## src/rtl/core/power_mode_controller_unit_assert.svh

```systemverilog
// ----------------------------------------------------------------------------
// power mode controller assertion macros
// shared property forms for the checks in the rtl
// ----------------------------------------------------------------------------
`ifndef POWER_MODE_CONTROLLER_UNIT_ASSERT_SVH
`define POWER_MODE_CONTROLLER_UNIT_ASSERT_SVH

// same-cycle implication, disabled during reset
`define PMC_ASSERT_IMP(label, ante, cons) \
	label: assert property (@(posedge clk) disable iff (!arst_n) (ante) |-> (cons)) \
		else $error("pmc assertion failed");

// next-cycle implication, disabled during reset
`define PMC_ASSERT_NXT(label, ante, cons) \
	label: assert property (@(posedge clk) disable iff (!arst_n) (ante) |=> (cons)) \
		else $error("pmc assertion failed");

`endif

```

## src/rtl/core/pmc_pkg.sv

```systemverilog
// ----------------------------------------------------------------------------
// pmc_pkg
// types and codes of the power mode controller
// ----------------------------------------------------------------------------
package pmc_pkg;

	localparam int CFG_WIDTH = 16;
	localparam int CFG_IDX_WIDTH = 3;

	typedef enum logic [1:0] {
		PM_ACTIVE  = 2'd0,
		PM_STANDBY = 2'd1,
		PM_SLEEP   = 2'd2
	} mode_t;

	typedef enum logic [1:0] {
		KIND_TICK   = 2'd0,
		KIND_MOTION = 2'd1,
		KIND_BUTTON = 2'd2
	} kind_t;

	typedef enum logic [CFG_IDX_WIDTH-1:0] {
		REG_SLEEP_TIMEOUT   = 3'd0,
		REG_SAMPLE_INTERVAL = 3'd1,
		REG_HB_INTERVAL     = 3'd2,
		REG_DEBOUNCE        = 3'd3,
		REG_BLINK_PERIOD    = 3'd4,
		REG_PULSE_PERIOD    = 3'd5
	} reg_idx_t;

	localparam logic [CFG_WIDTH-1:0] RST_SLEEP_TIMEOUT   = 16'd30000;
	localparam logic [CFG_WIDTH-1:0] RST_SAMPLE_INTERVAL = 16'd5000;
	localparam logic [CFG_WIDTH-1:0] RST_HB_INTERVAL     = 16'd2000;
	localparam logic [CFG_WIDTH-1:0] RST_DEBOUNCE        = 16'd10;
	localparam logic [CFG_WIDTH-1:0] RST_BLINK_PERIOD    = 16'd800;
	localparam logic [CFG_WIDTH-1:0] RST_PULSE_PERIOD    = 16'd2000;

endpackage

```

## src/rtl/core/power_mode_controller_unit.sv

```systemverilog
// the result beat is registered and valid in the cycle after its input beat is accepted
// throughput: one beat per cycle; the result register is refilled in the
// same cycle it is taken, so input ready only drops while a result stalls
// reset: asynchronous active low; mode active, led off, counters cleared,
// button, blink and pulse timers saturated, registers at their defaults
// ----------------------------------------------------------------------------
// power_mode_controller_unit
// three-mode power controller driven by tick, motion and button events
// ----------------------------------------------------------------------------
`include "power_mode_controller_unit_assert.svh"

module power_mode_controller_unit #(
	parameter int TIMER_WIDTH = 16
) (
	input  logic                                clk,
	input  logic                                arst_n,
	input  logic                                cfg_we,
	input  logic [pmc_pkg::CFG_IDX_WIDTH-1:0]   cfg_index,
	input  logic [pmc_pkg::CFG_WIDTH-1:0]       cfg_wdata,
	input  logic                                in_valid,
	output logic                                in_ready,
	input  logic [1:0]                          kind,
	input  logic                                button_level,
	output logic                                out_valid,
	input  logic                                out_ready,
	output logic [1:0]                          mode,
	output logic                                led_on,
	output logic                                sample_request,
	output logic                                heartbeat_pulse,
	output logic                                sleep_pulse,
	output logic                                entered_sleep,
	output logic                                woke,
	output logic                                button_accepted,
	output logic [31:0]                         sleep_entries
);
	import pmc_pkg::*;

	localparam int CW = (TIMER_WIDTH > CFG_WIDTH) ? TIMER_WIDTH : CFG_WIDTH;
	localparam logic [TIMER_WIDTH-1:0] TMAX = {TIMER_WIDTH{1'b1}};

	typedef logic [TIMER_WIDTH-1:0] tmr_t;

	function automatic tmr_t sat_inc(input tmr_t v);
		return (v == TMAX) ? TMAX : v + 1'b1;
	endfunction

	function automatic logic reached(input tmr_t e, input logic [CFG_WIDTH-1:0] r);
		return CW'(e) >= CW'(r);
	endfunction

	// configuration
	logic [CFG_WIDTH-1:0] sleep_to_q, sample_iv_q, hb_iv_q, debounce_q, blink_q, pulse_q;

	always_ff @(posedge clk or negedge arst_n) begin
		if (!arst_n) begin
			sleep_to_q  <= RST_SLEEP_TIMEOUT;
			sample_iv_q <= RST_SAMPLE_INTERVAL;
			hb_iv_q     <= RST_HB_INTERVAL;
			debounce_q  <= RST_DEBOUNCE;
			blink_q     <= RST_BLINK_PERIOD;
			pulse_q     <= RST_PULSE_PERIOD;
		end else if (cfg_we) begin
			case (cfg_index)
				REG_SLEEP_TIMEOUT:   sleep_to_q  <= cfg_wdata;
				REG_SAMPLE_INTERVAL: sample_iv_q <= cfg_wdata;
				REG_HB_INTERVAL:     hb_iv_q     <= cfg_wdata;
				REG_DEBOUNCE:        debounce_q  <= cfg_wdata;
				REG_BLINK_PERIOD:    blink_q     <= cfg_wdata;
				REG_PULSE_PERIOD:    pulse_q     <= cfg_wdata;
				default: ;
			endcase
		end
	end

	// state; mode, led and sleep count double as result fields
	mode_t       mode_q, mode_n;
	logic        led_q, led_n;
	logic [31:0] sleep_cnt_q, sleep_cnt_n;
	tmr_t        motion_q, sample_q, hb_q, button_q, blink_el_q, pulse_el_q;
	tmr_t        motion_n, sample_n, hb_n, button_n, blink_el_n, pulse_el_n;
	logic        f_sample, f_hb, f_pulse, f_enter, f_woke, f_btn;

	logic out_valid_q;
	logic f_sample_q, f_hb_q, f_pulse_q, f_enter_q, f_woke_q, f_btn_q;
	logic in_fire;

	assign in_ready = !out_valid_q || out_ready;
	assign in_fire  = in_valid && in_ready;

	always_comb begin
		mode_n      = mode_q;
		led_n       = led_q;
		sleep_cnt_n = sleep_cnt_q;
		motion_n    = motion_q;
		sample_n    = sample_q;
		hb_n        = hb_q;
		button_n    = button_q;
		blink_el_n  = blink_el_q;
		pulse_el_n  = pulse_el_q;
		f_sample    = 1'b0;
		f_hb        = 1'b0;
		f_pulse     = 1'b0;
		f_enter     = 1'b0;
		f_woke      = 1'b0;
		f_btn       = 1'b0;
		case (kind)
			KIND_TICK: begin
				motion_n   = sat_inc(motion_q);
				sample_n   = sat_inc(sample_q);
				hb_n       = sat_inc(hb_q);
				button_n   = sat_inc(button_q);
				blink_el_n = sat_inc(blink_el_q);
				pulse_el_n = sat_inc(pulse_el_q);
				if (mode_q == PM_ACTIVE && reached(motion_n, sleep_to_q)) begin
					mode_n      = PM_SLEEP;
					sleep_cnt_n = sleep_cnt_q + 32'd1;
					led_n       = 1'b0;
					f_enter     = 1'b1;
				end
				// checks follow the mode after a possible sleep entry
				case (mode_n)
					PM_ACTIVE: begin
						if (reached(sample_n, sample_iv_q)) begin
							sample_n = '0;
							f_sample = 1'b1;
						end
						if (reached(hb_n, hb_iv_q)) begin
							hb_n = '0;
							f_hb = 1'b1;
						end
					end
					PM_STANDBY: begin
						if (reached(blink_el_n, blink_q)) begin
							blink_el_n = '0;
							led_n      = !led_n;
						end
					end
					PM_SLEEP: begin
						if (reached(pulse_el_n, pulse_q)) begin
							pulse_el_n = '0;
							f_pulse    = 1'b1;
						end
					end
					default: ;
				endcase
			end
			KIND_MOTION: begin
				if (mode_q == PM_SLEEP) begin
					mode_n = PM_ACTIVE;
					f_woke = 1'b1;
				end
				motion_n = '0;
			end
			KIND_BUTTON: begin
				if (reached(button_q, debounce_q)) begin
					button_n = '0;
					f_btn    = 1'b1;
					if (!button_level) begin
						led_n  = !led_q;
						mode_n = PM_STANDBY;
					end else begin
						mode_n = PM_ACTIVE;
					end
				end
			end
			default: ;
		endcase
	end

	always_ff @(posedge clk or negedge arst_n) begin
		if (!arst_n) begin
			mode_q      <= PM_ACTIVE;
			led_q       <= 1'b0;
			sleep_cnt_q <= '0;
			motion_q    <= '0;
			sample_q    <= '0;
			hb_q        <= '0;
			button_q    <= TMAX;
			blink_el_q  <= TMAX;
			pulse_el_q  <= TMAX;
		end else if (in_fire) begin
			mode_q      <= mode_n;
			led_q       <= led_n;
			sleep_cnt_q <= sleep_cnt_n;
			motion_q    <= motion_n;
			sample_q    <= sample_n;
			hb_q        <= hb_n;
			button_q    <= button_n;
			blink_el_q  <= blink_el_n;
			pulse_el_q  <= pulse_el_n;
		end
	end

	always_ff @(posedge clk or negedge arst_n) begin
		if (!arst_n) begin
			out_valid_q <= 1'b0;
		end else if (in_fire) begin
			out_valid_q <= 1'b1;
		end else if (out_ready) begin
			out_valid_q <= 1'b0;
		end
	end

	// result flags, loaded only with a new beat
	always_ff @(posedge clk) begin
		if (in_fire) begin
			f_sample_q <= f_sample;
			f_hb_q     <= f_hb;
			f_pulse_q  <= f_pulse;
			f_enter_q  <= f_enter;
			f_woke_q   <= f_woke;
			f_btn_q    <= f_btn;
		end
	end

	assign out_valid       = out_valid_q;
	assign mode            = mode_q;
	assign led_on          = led_q;
	assign sample_request  = f_sample_q;
	assign heartbeat_pulse = f_hb_q;
	assign sleep_pulse     = f_pulse_q;
	assign entered_sleep   = f_enter_q;
	assign woke            = f_woke_q;
	assign button_accepted = f_btn_q;
	assign sleep_entries   = sleep_cnt_q;

	`PMC_ASSERT_IMP(a_stall_blocks_input, out_valid_q && !out_ready, !in_ready)
	`PMC_ASSERT_IMP(a_enter_means_sleep_dark, out_valid_q && f_enter_q,
		mode_q == PM_SLEEP && !led_q && !f_sample_q && !f_hb_q)
	`PMC_ASSERT_IMP(a_woke_means_active, out_valid_q && f_woke_q, mode_q == PM_ACTIVE)
	`PMC_ASSERT_NXT(a_enter_counts, in_fire && f_enter,
		sleep_cnt_q == $past(sleep_cnt_q) + 32'd1)
	`PMC_ASSERT_NXT(a_count_holds, in_fire && !f_enter, $stable(sleep_cnt_q))

endmodule
```

## config.mk

```make
export PLATFORM = sky130hd
export DESIGN_NAME = power_mode_controller_unit
export DESIGN_NICKNAME = d
export VERILOG_FILES = /design/src/rtl/core/pmc_pkg.sv /design/src/rtl/core/power_mode_controller_unit.sv
export VERILOG_INCLUDE_DIRS = /design/src /design/src/rtl/core
export SDC_FILE = /design/constraint.sdc
export NUM_CORES = 1
export LEC_CHECK = 0
export BUFFER_PORTS_ARGS = -buffer_cell sky130_fd_sc_hd__buf_4
export CAP_MARGIN = 20
export CORE_MARGIN = 10
export CORE_UTILIZATION = 55
export CTS_CLUSTER_SIZE = 30
export DETAILED_ROUTE_END_ITERATION = 10
export PLACE_DENSITY = 0.83
export SLEW_MARGIN = 10
export SYNTH_ARGS = -nofsm -noshare
export SYNTH_HDL_FRONTEND = slang
export SYNTH_SLANG_ARGS = --single-unit
```

## constraint.sdc

```tcl
create_clock -name clk -period 4.6 [get_ports clk]
set_input_delay 0.92 -clock clk [delete_from_list [all_inputs] [get_ports clk]]
set_output_delay 0.92 -clock clk [all_outputs]
set_load 0.05 [all_outputs]
```

Yosys cells after proc, flatten, opt, wreduce, memory -nomap -nowiden:

Cells that the tools add are included.

* mux-type cells: 38
* magnitude comparators: 6
* reduce and logical (&&, ||, !) cells: 28
* eq/ne operators: 19
* $add $sub $neg: 7

Operator list (number)
* two-way mux 16 bit: 15
* adder 16 x 1 -> 16 bit, second input constant: 6
* == test 16 bit, second input constant: 6
* greater-or-equal comparator 16 bit: 6
* case mux 16 bit (2 select lines): 2
* adder 32 x 1 -> 32 bit, second input constant: 1
* AND reduction 2 bit: 10
* two-way mux 1 bit: 15
* two-way mux 2 bit: 4
* AND reduction 4 bit: 2
* == test 2 bit, second input constant: 3
* == test 3 x 2 -> 1 bit, second input constant: 2
* == test 3 bit, second input constant: 2
* zero test 2 bit: 3
* != test 2 bit, second input constant: 3
* case mux 2 bit (3 select lines): 1
* AND reduction 3 bit: 2
* nonzero test 2 bit: 3
* == test 2 x 1 -> 1 bit, second input constant: 2
* == test 3 x 1 -> 1 bit, second input constant: 1
* zero test 1 bit: 3
* zero test 3 bit: 1
* nonzero test 3 bit: 1
* logical AND 1 bit: 2
* 2 further kinds: 2

* word-level logic and storage cells: 120
* register bits: 234
* input bits: 27
* output and inout port bits: 43

Logic depth before layout (Yosys ltp):

Gate-level depths: netlist (run 1).

* word-level depth: 10
* mapped depth: 18

Worst setup path before layout (run 1):

OpenSTA, ideal clock, no wires.

* path type: register -> register
* start: register blink_el_q[0]
* end: register blink_el_q[10]
* path slack: 849 ps
* data required time: 4533 ps
* library setup time: 67 ps
* cell stages (with the launch flop): 19
* arrival time: 3684 ps
* path through: dfstp_2 ha_1 and3_1 and3_1 buf_4 and2_1 buf_4 nand3_2 buf_6 buf_2 nand2_1 ha_1 a211o_1 a31oi_1 o31ai_1 o311ai_2 clkbuf_1 a21oi_1 nor2_1

* word-level cells in the longest chain between the ends: 5
* elaborated cells between the ends (all ways): 6
* those cells by class: 1 x add/sub; 1 x order compare; 1 x eq/ne; 3 x mux

RTL lines
* start, declared: RTL line power_mode_controller_unit.sv:79 `tmr_t motion_q, sample_q, hb_q, button_q, blink_el_q, pulse_el_q;`
* start signal, assigned: RTL line power_mode_controller_unit.sv:189 `blink_el_q <= blink_el_n;`
* adder 16 x 1 -> 16 bit or == test 16 bit (tied branches): RTL line power_mode_controller_unit.sv:44 `return (v == TMAX) ? TMAX : v + 1'b1;`
* two-way mux 16 bit (*): RTL line power_mode_controller_unit.sv:44
* greater-or-equal comparator 16 bit: RTL line power_mode_controller_unit.sv:48 `return CW'(e) >= CW'(r);`
* two-way mux 16 bit: RTL line power_mode_controller_unit.sv:133 `if (reached(blink_el_n, blink_q)) begin`
* two-way mux 16 bit (*): RTL line power_mode_controller_unit.sv:121 `case (mode_n)`

Mark *: on every way between the ends. The rest lies on a longest branch, timed or not.
A chain may end at the register's enable or synchronous reset.

Worst setup path in the final report (run 1):

* start: register motion_q[2]
* end: register sleep_cnt_q[28], in the netlist sleep_entries[28]

* word-level cells in the longest chain between the ends: 5
* elaborated cells between the ends (all ways): 6
* those cells by class: 1 x add/sub; 1 x order compare; 1 x eq/ne; 1 x mux; 2 x reduce/logical

RTL lines
* start, declared: RTL line power_mode_controller_unit.sv:79
* start signal, assigned: RTL line power_mode_controller_unit.sv:185 `motion_q <= motion_n;`
* adder 16 x 1 -> 16 bit or == test 16 bit (tied branches): RTL line power_mode_controller_unit.sv:44
* two-way mux 16 bit (*): RTL line power_mode_controller_unit.sv:44
* greater-or-equal comparator 16 bit (*): RTL line power_mode_controller_unit.sv:48
* logical AND 1 bit (*): RTL line power_mode_controller_unit.sv:114 `if (mode_q == PM_ACTIVE && reached(motion_n, sleep_to_q)) begin`
* AND reduction 3 bit (no source line) (*)
* end signal, assigned: RTL line power_mode_controller_unit.sv:184 `sleep_cnt_q <= sleep_cnt_n;`
* end, declared: RTL line power_mode_controller_unit.sv:78 `logic [31:0] sleep_cnt_q, sleep_cnt_n;`

Marks and branches as above.

==> impl_metrics.py, run 1 <==
metrics = {
    "yosys": {
        "synth_ff_type": "dfrtp_1",
        "synth_nets": 1690,
        "synth-async-reset-ratio": 0.974,
        "postSynthCellCount": 1556,
        "synth-edff-count": 6,
        "netlist_area_mm2": 0.0141,
        "yosysSeqAreaShare": 0.426,
        "synth.distinct_cells": 78,
        "ys_ff_latch": 234,
        "synth.area.top_cells": "dfrtp_1, dfstp_2, ha_1",
        "ys_warn_count": 0,
        "syn_avg_cell_area_um2": 9.03,
        "synth_top_cell_by_area": "dfrtp_1",
        "synth_top_area_frac": 0.269,
    },
    "global_route": {
        "grtUsageTotal": 0.205,
        "grt_pass1_wl_um": 56600,
        "grt_pass1_vias": 11300,
        "grt_max_degree": 125,
        "overflow": 0,
        "antenna_found_initial": 0,
    },
    "cts": {
        "htree_levels": 1,
        "cts_num_sinks": 234,
        "post-cts-setup-buffers": 0,
        "cts_inserted_buffers": 26,
        "cts-root-buf": "clkbuf_16",
        "clockBufferDepth": 3,
        "hold_buffers": 0,
        "clkTransAtPathRegs_ns": 0.06,
        "tritoncts": "done",
        "clk_latency_ns": 0.54,
    },
    "power": {
        "finalPower_w": 0.00590,
        "cellPowerDensity_mw_per_mm2": 375,
        "p_leak_nw": 7.38,
        "vdd_drop_max_uv": 283,
    },
    "worst_setup_path": {
        "cp-start-kind": "register",
        "crit_type": "register to register",
        "path_cells": "and3_1 -> nor3b_1 -> and2b_1 -> nand3_1 -> xor2_1 -> nand2_1 -> ha_1 -> nand4_1 -> nor4_2 -> a32oi_2 -> nand2_2 -> nand4b_1 -> buf_4 -> nor3_1 -> xor2_1",
        "critPathSlowestCell": "nor3b_1",
        "setup.worst_path.end_class": "register",
        "reg2reg_to": "sleep_entries[28]$_DFFE_PN0P_",
        "slowest_delay_ns": 0.57,
        "r2r-start": "motion_q[2]$_DFFE_PN0P_",
        "cp_max_fo": 9,
        "critical_path.most_common_cell": "xor2_1",
        "critical_path_required_ns": 5.05,
        "r2r_slack_ns": 0.34,
        "r2r_cells": 15,
        "worstSetupEndpoint": "sleep_entries[28]$_DFFE_PN0P_",
        "cp-startpoint": "motion_q[2]$_DFFE_PN0P_",
        "arrival_ns": 4.71,
    },
    "floorplan": {
        "ios": 70,
        "start_util": 0.558,
        "die_area_mm2": 0.0323,
        "die_w_um": 180,
        "die_h_um": 180,
        "coreArea_mm2": 0.0252,
        "row_count": 58,
    },
    "sta": {
        "rsz0062_at_grt": "false",
        "skew_ns": 0.0255,
        "totalNegativeSetupSlack_ns": 0,
        "fmax_mhz": 235,
        "hold-worst-slack_ns": 0.474,
        "finalCritPeriodShare": 0.927,
        "slew_violations": 0,
        "tightest_slew_ns": 1.18,
        "layout_min_cycle_time_ns": 4.26,
        "relSlewSlack": 0.210,
        "setup_viol": 0,
        "hold_viol": 0,
    },
    "cells_and_area": {
        "n_antenna_cell": 0,
        "areaGrowthSynthToFinish_pct": 12.0,
        "drive_above_1_share": 0.171,
        "nNetsFinal": 1736,
    },
    "job": {
        "drv_cap": 0,
    },
    "place": {
        "port_buffers": 69,
        "gp_routability_congestion": 0.880,
        "dp_hpwl_um": 23800,
    },
    "worst_hold_path": {
        "hold_class": "register to register",
    },
    "route": {
        "wire_per_inst_um": 17.6,
        "drc": 0,
        "vias": 11600,
        "drtPass1Iterations": 5,
        "routed_via_density": 5.96,
        "ant_nets": 0,
        "first_iter_violations": 1005,
        "wl_um": 34400,
    },
    "outcome": {
        "status": "complete, no violations",
    },
}
-- placed cells by master, fill, tap and decap left out, drive strengths merged, types with 41 or more instances in the layout --
cell,Yosys,routed
a21oi,93,93
and3,42,42
buf,21,88
clkbuf,49,42
dfrtp,151,151
dfstp,77,77
ha,107,107
inv,117,117
mux2,41,41
nand2,225,225
nand3,57,57
nor2,87,87
o21ai,163,163
-- final cells by class --
type	instances	area (µm²)
clock buffer	42	782
clock inverter	6	60.1
fill	1944	9450
inverter	117	439
multi-input combinational	1135	7380
sequential	234	5980
tap	330	413
timing repair buffer	88	681
-- worst max-delay path, delay by kind of cell (launching register included) --
kind            cells  cell delay [ns]
fa+ha+maj           1             0.32
buf+inv             1             0.27
simple gates       10             2.61
compound gates      1             0.20
xor+xnor            2             0.35
flops               1             0.41
-- cell families (layout without fill, tap and decap cells) --
kind of cell    after synthesis  in the layout  synth area share
flops                       234            234             0.426
fa+ha+maj                   107            107            0.0953
compound gates              376            376             0.162
simple gates                541            541             0.188
mux                          42             42            0.0336
xor+xnor                     69             69            0.0430
buf+inv                     187            253            0.0529
-- synthesized netlist by cell type (11+ instances only) --
library cell and instances:
nand2_1 223, o21ai_0 155, dfrtp_1 151, inv_1 117, ha_1 107, a21oi_1 91, nor2_1 86, dfstp_2 77
nand3_1 56, clkbuf_1 48, mux2_2 41, and3_1 40, xnor2_1 36, xor2_1 33, a31oi_1 22, nand4_1 22
nand2b_1 19, and2_1 17, o31ai_1 16, buf_2 14, nor2b_1 12, nor3_1 12, and4_1 11, nor4_1 11
-- how the worst min path moves through the flow --
stage / startpoint / to / slack [ns] / cells after the start
6_report: blink_el_q[14]$_DFFE_PN1P_ / blink_el_q[14]$_DFFE_PN1P_ / 0.47 / 2
5_1_grt: pulse_el_q[14]$_DFFE_PN1P_ / pulse_el_q[14]$_DFFE_PN1P_ / 0.50 / 2
3_3_place_gp: pulse_el_q[10]$_DFFE_PN1P_ / pulse_el_q[10]$_DFFE_PN1P_ / 0.46 / 2
3_5_place_dp: pulse_el_q[10]$_DFFE_PN1P_ / pulse_el_q[10]$_DFFE_PN1P_ / 0.47 / 2
2_1_floorplan: blink_el_q[14]$_DFFE_PN1P_ / blink_el_q[14]$_DFFE_PN1P_ / 0.45 / 2
4_1_cts: blink_el_q[14]$_DFFE_PN1P_ / blink_el_q[14]$_DFFE_PN1P_ / 0.48 / 2
-- report_power, final --
part / internal [W] / switching (W) / total [W]
clock: 0.00122 / 0.000844 / 0.00206
combinational: 0.000525 / 0.000718 / 0.00124
sequential: 0.00241 / 0.000198 / 0.00260
total: 0.00415 / 0.00176 / 0.00590
-- registers in the layout, summed over array words and instances, names as in the netlist, 2 cells and up --
name	flops
hb_q	16
sample_q	16
hb_iv_q	16
blink_el_q	16
sleep_to_q	16
sample_iv_q	16
sleep_entries	32
mode	2
debounce_q	16
button_q	16
pulse_el_q	16
blink_q	16
pulse_q	16
motion_q	16
-- stage by stage --
stage / setup WS, ns / util / cells / cell area [µm²]
2_1_floorplan: 0.849 / - / 1556 / 14100
6_report: 0.336 / 0.625 / 1952 / 15700
3_5_place_dp: 0.406 / 0.591 / 1903 / 14900
4_1_cts: 0.281 / 0.624 / 1951 / 15700
5_1_grt: 0.0162 / 0.625 / 1952 / 15700
3_3_place_gp: 0.541 / 0.591 / 1903 / 14900
-- per-layer routing --
metal | share of wire | track usage | wire length [µm] | vias to the layer above
met5 | 0 | 0 | 0 | -
met4 | 0.028 | 0.0668 | 972 | 0
met3 | 0.066 | 0.0323 | 2260 | 73
met2 | 0.48 | 0.344 | 16700 | 401
met1 | 0.42 | 0.265 | 14500 | 5626
li1 | - | - | - | 5543
-- timing repair --
item                                    in CTS  in global routing
gates resized for setup                      0                  1
endpoints found under the hold margin        0                  0
endpoints found under the setup margin       0                  1
No activity file was read; power rests on OpenSTA's default activity.
==> inputs of run 2 (changes only) <==
- ABC_AREA: default -> 1
- PLACE_DENSITY: 0.83 -> 0.85
- clock period: 4.6 -> 3.8 ns (I/O delays scaled with it)
==> impl_metrics.py, run 2 <==
metrics = {
    "outcome": {
        "status": "complete, no violations",
    },
    "floorplan": {
        "start_util": 0.559,
        "row_count": 59,
        "die_h_um": 183,
        "coreArea_mm2": 0.0261,
        "ios": 70,
        "die_area_mm2": 0.0334,
        "die_w_um": 183,
    },
    "cells_and_area": {
        "drive_above_1_share": 0.125,
        "largest_register_ffs": 32,
        "nNetsFinal": 2127,
        "n_antenna_cell": 0,
        "register_area_mm2": 0.00598,
        "multi_input_area_mm2": 0.00725,
        "stdcell_count": 2348,
        "areaGrowthSynthToFinish_pct": 12.5,
        "fill_cells": 2189,
        "final_common_cell": "nand2_1",
        "final_cell_mix": "nand2_1, inv_1, o21ai_0",
    },
    "cts": {
        "clockBufferDepth": 3,
        "post-cts-setup-buffers": 0,
        "clkTransAtPathRegs_ns": 0.06,
        "cts-root-buf": "clkbuf_16",
        "cts_num_sinks": 234,
        "tritoncts": "done",
        "cts_inserted_buffers": 27,
        "htree_levels": 1,
        "clk_latency_ns": 0.53,
        "hold_buffers": 0,
    },
    "worst_setup_path": {
        "cp_num_buf_inv": 0,
        "arrival_ns": 3.89,
        "crit_type": "register to register",
        "r2r_slack_ns": 0.32,
        "reg2reg_to": "hb_q[11]$_DFFE_PN0P_",
        "r2r-start": "motion_q[1]$_DFFE_PN0P_",
        "slowest_delay_ns": 0.38,
        "cp_max_fo": 17,
        "critical_path.most_common_cell": "nand2_1",
        "cp_top_family": "simple AND/OR/NAND/NOR gates",
        "cp-start-kind": "register",
        "critPathSlowestCell": "dfrtp_1",
        "critical_path_required_ns": 4.22,
        "path_cells": "ha_1 -> nand3_1 -> nor3_4 -> nand3_1 -> nor2_2 -> nand2_1 -> o21ai_1 -> ha_1 -> nand2_1 -> nand2_1 -> nand2_1 -> nand2_1 -> nor2_1 -> nand2_1 -> nand2_1 -> nand2_2 -> nand2_4 -> nand2_4 -> nor2_4 -> nand2_4 -> nand3_1 -> nand2_1",
        "setup.worst_path.end_class": "register",
        "r2r_cells": 22,
    },
    "yosys": {
        "synth-async-reset-ratio": 0.974,
        "synth_top_area_frac": 0.259,
        "synth_top_cell_by_area": "dfrtp_1",
        "synth-edff-count": 6,
        "yosysMostFrequentCell": "nand2_1",
        "synth_ff_type": "dfrtp_1",
        "synthTopCellsByCount": "nand2_1, inv_1, o21ai_0, dfrtp_1, nor2_1",
        "ys_warn_count": 0,
        "postSynthCellCount": 1931,
        "synth.area.top_cells": "dfrtp_1, dfstp_2, nand2_1",
        "netlist_area_mm2": 0.0146,
        "syn_avg_cell_area_um2": 7.55,
        "yosysSeqAreaShare": 0.410,
        "synth_nets": 2065,
        "ys_ff_latch": 234,
        "synth.distinct_cells": 42,
    },
    "sta": {
        "tightest_slew_ns": 0.975,
        "finalCritPeriodShare": 0.915,
        "skew_ns": 0.00906,
        "slew_violations": 0,
        "layout_min_cycle_time_ns": 3.48,
        "rsz0062_at_grt": "false",
        "totalNegativeSetupSlack_ns": 0,
        "relSlewSlack": 0.348,
        "fmax_mhz": 288,
        "setup_viol": 0,
        "hold_viol": 0,
    },
    "global_route": {
        "grt_max_degree": 107,
        "grtUsageTotal": 0.219,
        "antenna_found_initial": 0,
        "grt_pass1_wl_um": 61900,
        "overflow": 0,
        "grt_pass1_vias": 12800,
    },
    "place": {
        "dp_hpwl_um": 27100,
        "port_buffers": 69,
        "place_inst": 2299,
        "gp_routability_congestion": 0.929,
    },
    "route": {
        "drc": 0,
        "wire_per_inst_um": 15.9,
        "wl_um": 37200,
        "drtPass1Iterations": 6,
        "vias": 13000,
        "ant_nets": 0,
        "routed_via_density": 5.54,
        "first_iter_violations": 1320,
    },
    "power": {
        "cellPowerDensity_mw_per_mm2": 522,
        "vdd_drop_max_uv": 420,
        "p_leak_nw": 8.44,
    },
    "job": {
        "drv_cap": 0,
    },
    "worst_hold_path": {
        "hold_class": "input pin to asynchronous set/reset pin",
    },
}
==> run 2: cell types whose count changed after synthesis, moves of 38 or more <==
cell     change
a21oi_1     -38
and3_1      -39
inv_1      +181
mux2_2      -41
nand2_1    +294
nand3_1     +59
nor2_1      +54
==> run 2: worst max path at each step <==
stage	slack [ns]	end	startpoint	cells past startpoint
after CTS	0.24	blink_el_q[13]$_DFFE_PN1P_	blink_el_q[1]$_DFFE_PN1P_	20
after global routing	0.02	hb_q[11]$_DFFE_PN0P_	motion_q[0]$_DFFE_PN0P_	22
after floorplan	0.92	heartbeat_pulse$_SDFFCE_PN0P_	motion_q[0]$_DFFE_PN0P_	21
final	0.32	hb_q[11]$_DFFE_PN0P_	motion_q[1]$_DFFE_PN0P_	22
after detailed placement	0.27	hb_q[12]$_DFFE_PN0P_	motion_q[0]$_DFFE_PN0P_	22
after global placement	0.45	blink_el_q[15]$_DFFE_PN1P_	blink_el_q[0]$_DFFE_PN1P_	19
==> run 2: cell type report <==
cell class	count	share of cell area
repair buffers	78	0.0385
inverters	311	0.0714
multi-input cells	1341	0.442
clock inverters	10	0.00931
clock buffers	39	0.0482
well taps	335	0.0256
flip-flops and latches	234	0.365
==> run 2: kinds of logic after synthesis <==
| kind of cell | after synthesis | share of synthesized area |
|---|---|---|
| compound gates | 271 | 0.0971 |
| xor+xnor | 70 | 0.0421 |
| fa+ha+maj | 107 | 0.0918 |
| buf+inv | 356 | 0.0937 |
| flops | 234 | 0.410 |
| simple gates | 893 | 0.265 |
==> run 2: repair_timing <==
item,in CTS,in global routing
hold endpoints to repair,0,0
setup endpoints to repair,0,40
resized for setup,0,5
==> run 2: power by group <==
group	total [W]	internal, W	switching, W
Sequential	0.00339	0.00304	0.000351
Clock	0.00276	0.00171	0.00105
Combinational	0.00241	0.000857	0.00155
==> run 2: per-layer routing <==
| layer | part of all wire | track usage | wire (µm) |
|---|---|---|---|
| met1 | 0.41 | 0.273 | 15300 |
| met2 | 0.49 | 0.374 | 18200 |
| met3 | 0.057 | 0.0295 | 2120 |
| met4 | 0.042 | 0.0910 | 1570 |
| met5 | 0 | 0 | 0 |
==> run 2: stage by stage <==
step / util / cell area (µm²) / power, W / hold slack, ns / worst slack, ns
detailed placement: 0.592 / 15400 / 0.00578 / 0.465 / 0.267
global placement: 0.592 / 15400 / 0.00562 / 0.457 / 0.455
CTS: 0.628 / 16400 / 0.00857 / 0.315 / 0.239
global route: 0.629 / 16400 / 0.00907 / 0.361 / 0.0175
floorplan: - / 14600 / 0.00506 / 0.448 / 0.923
finish: 0.629 / 16400 / 0.00855 / 0.280 / 0.324
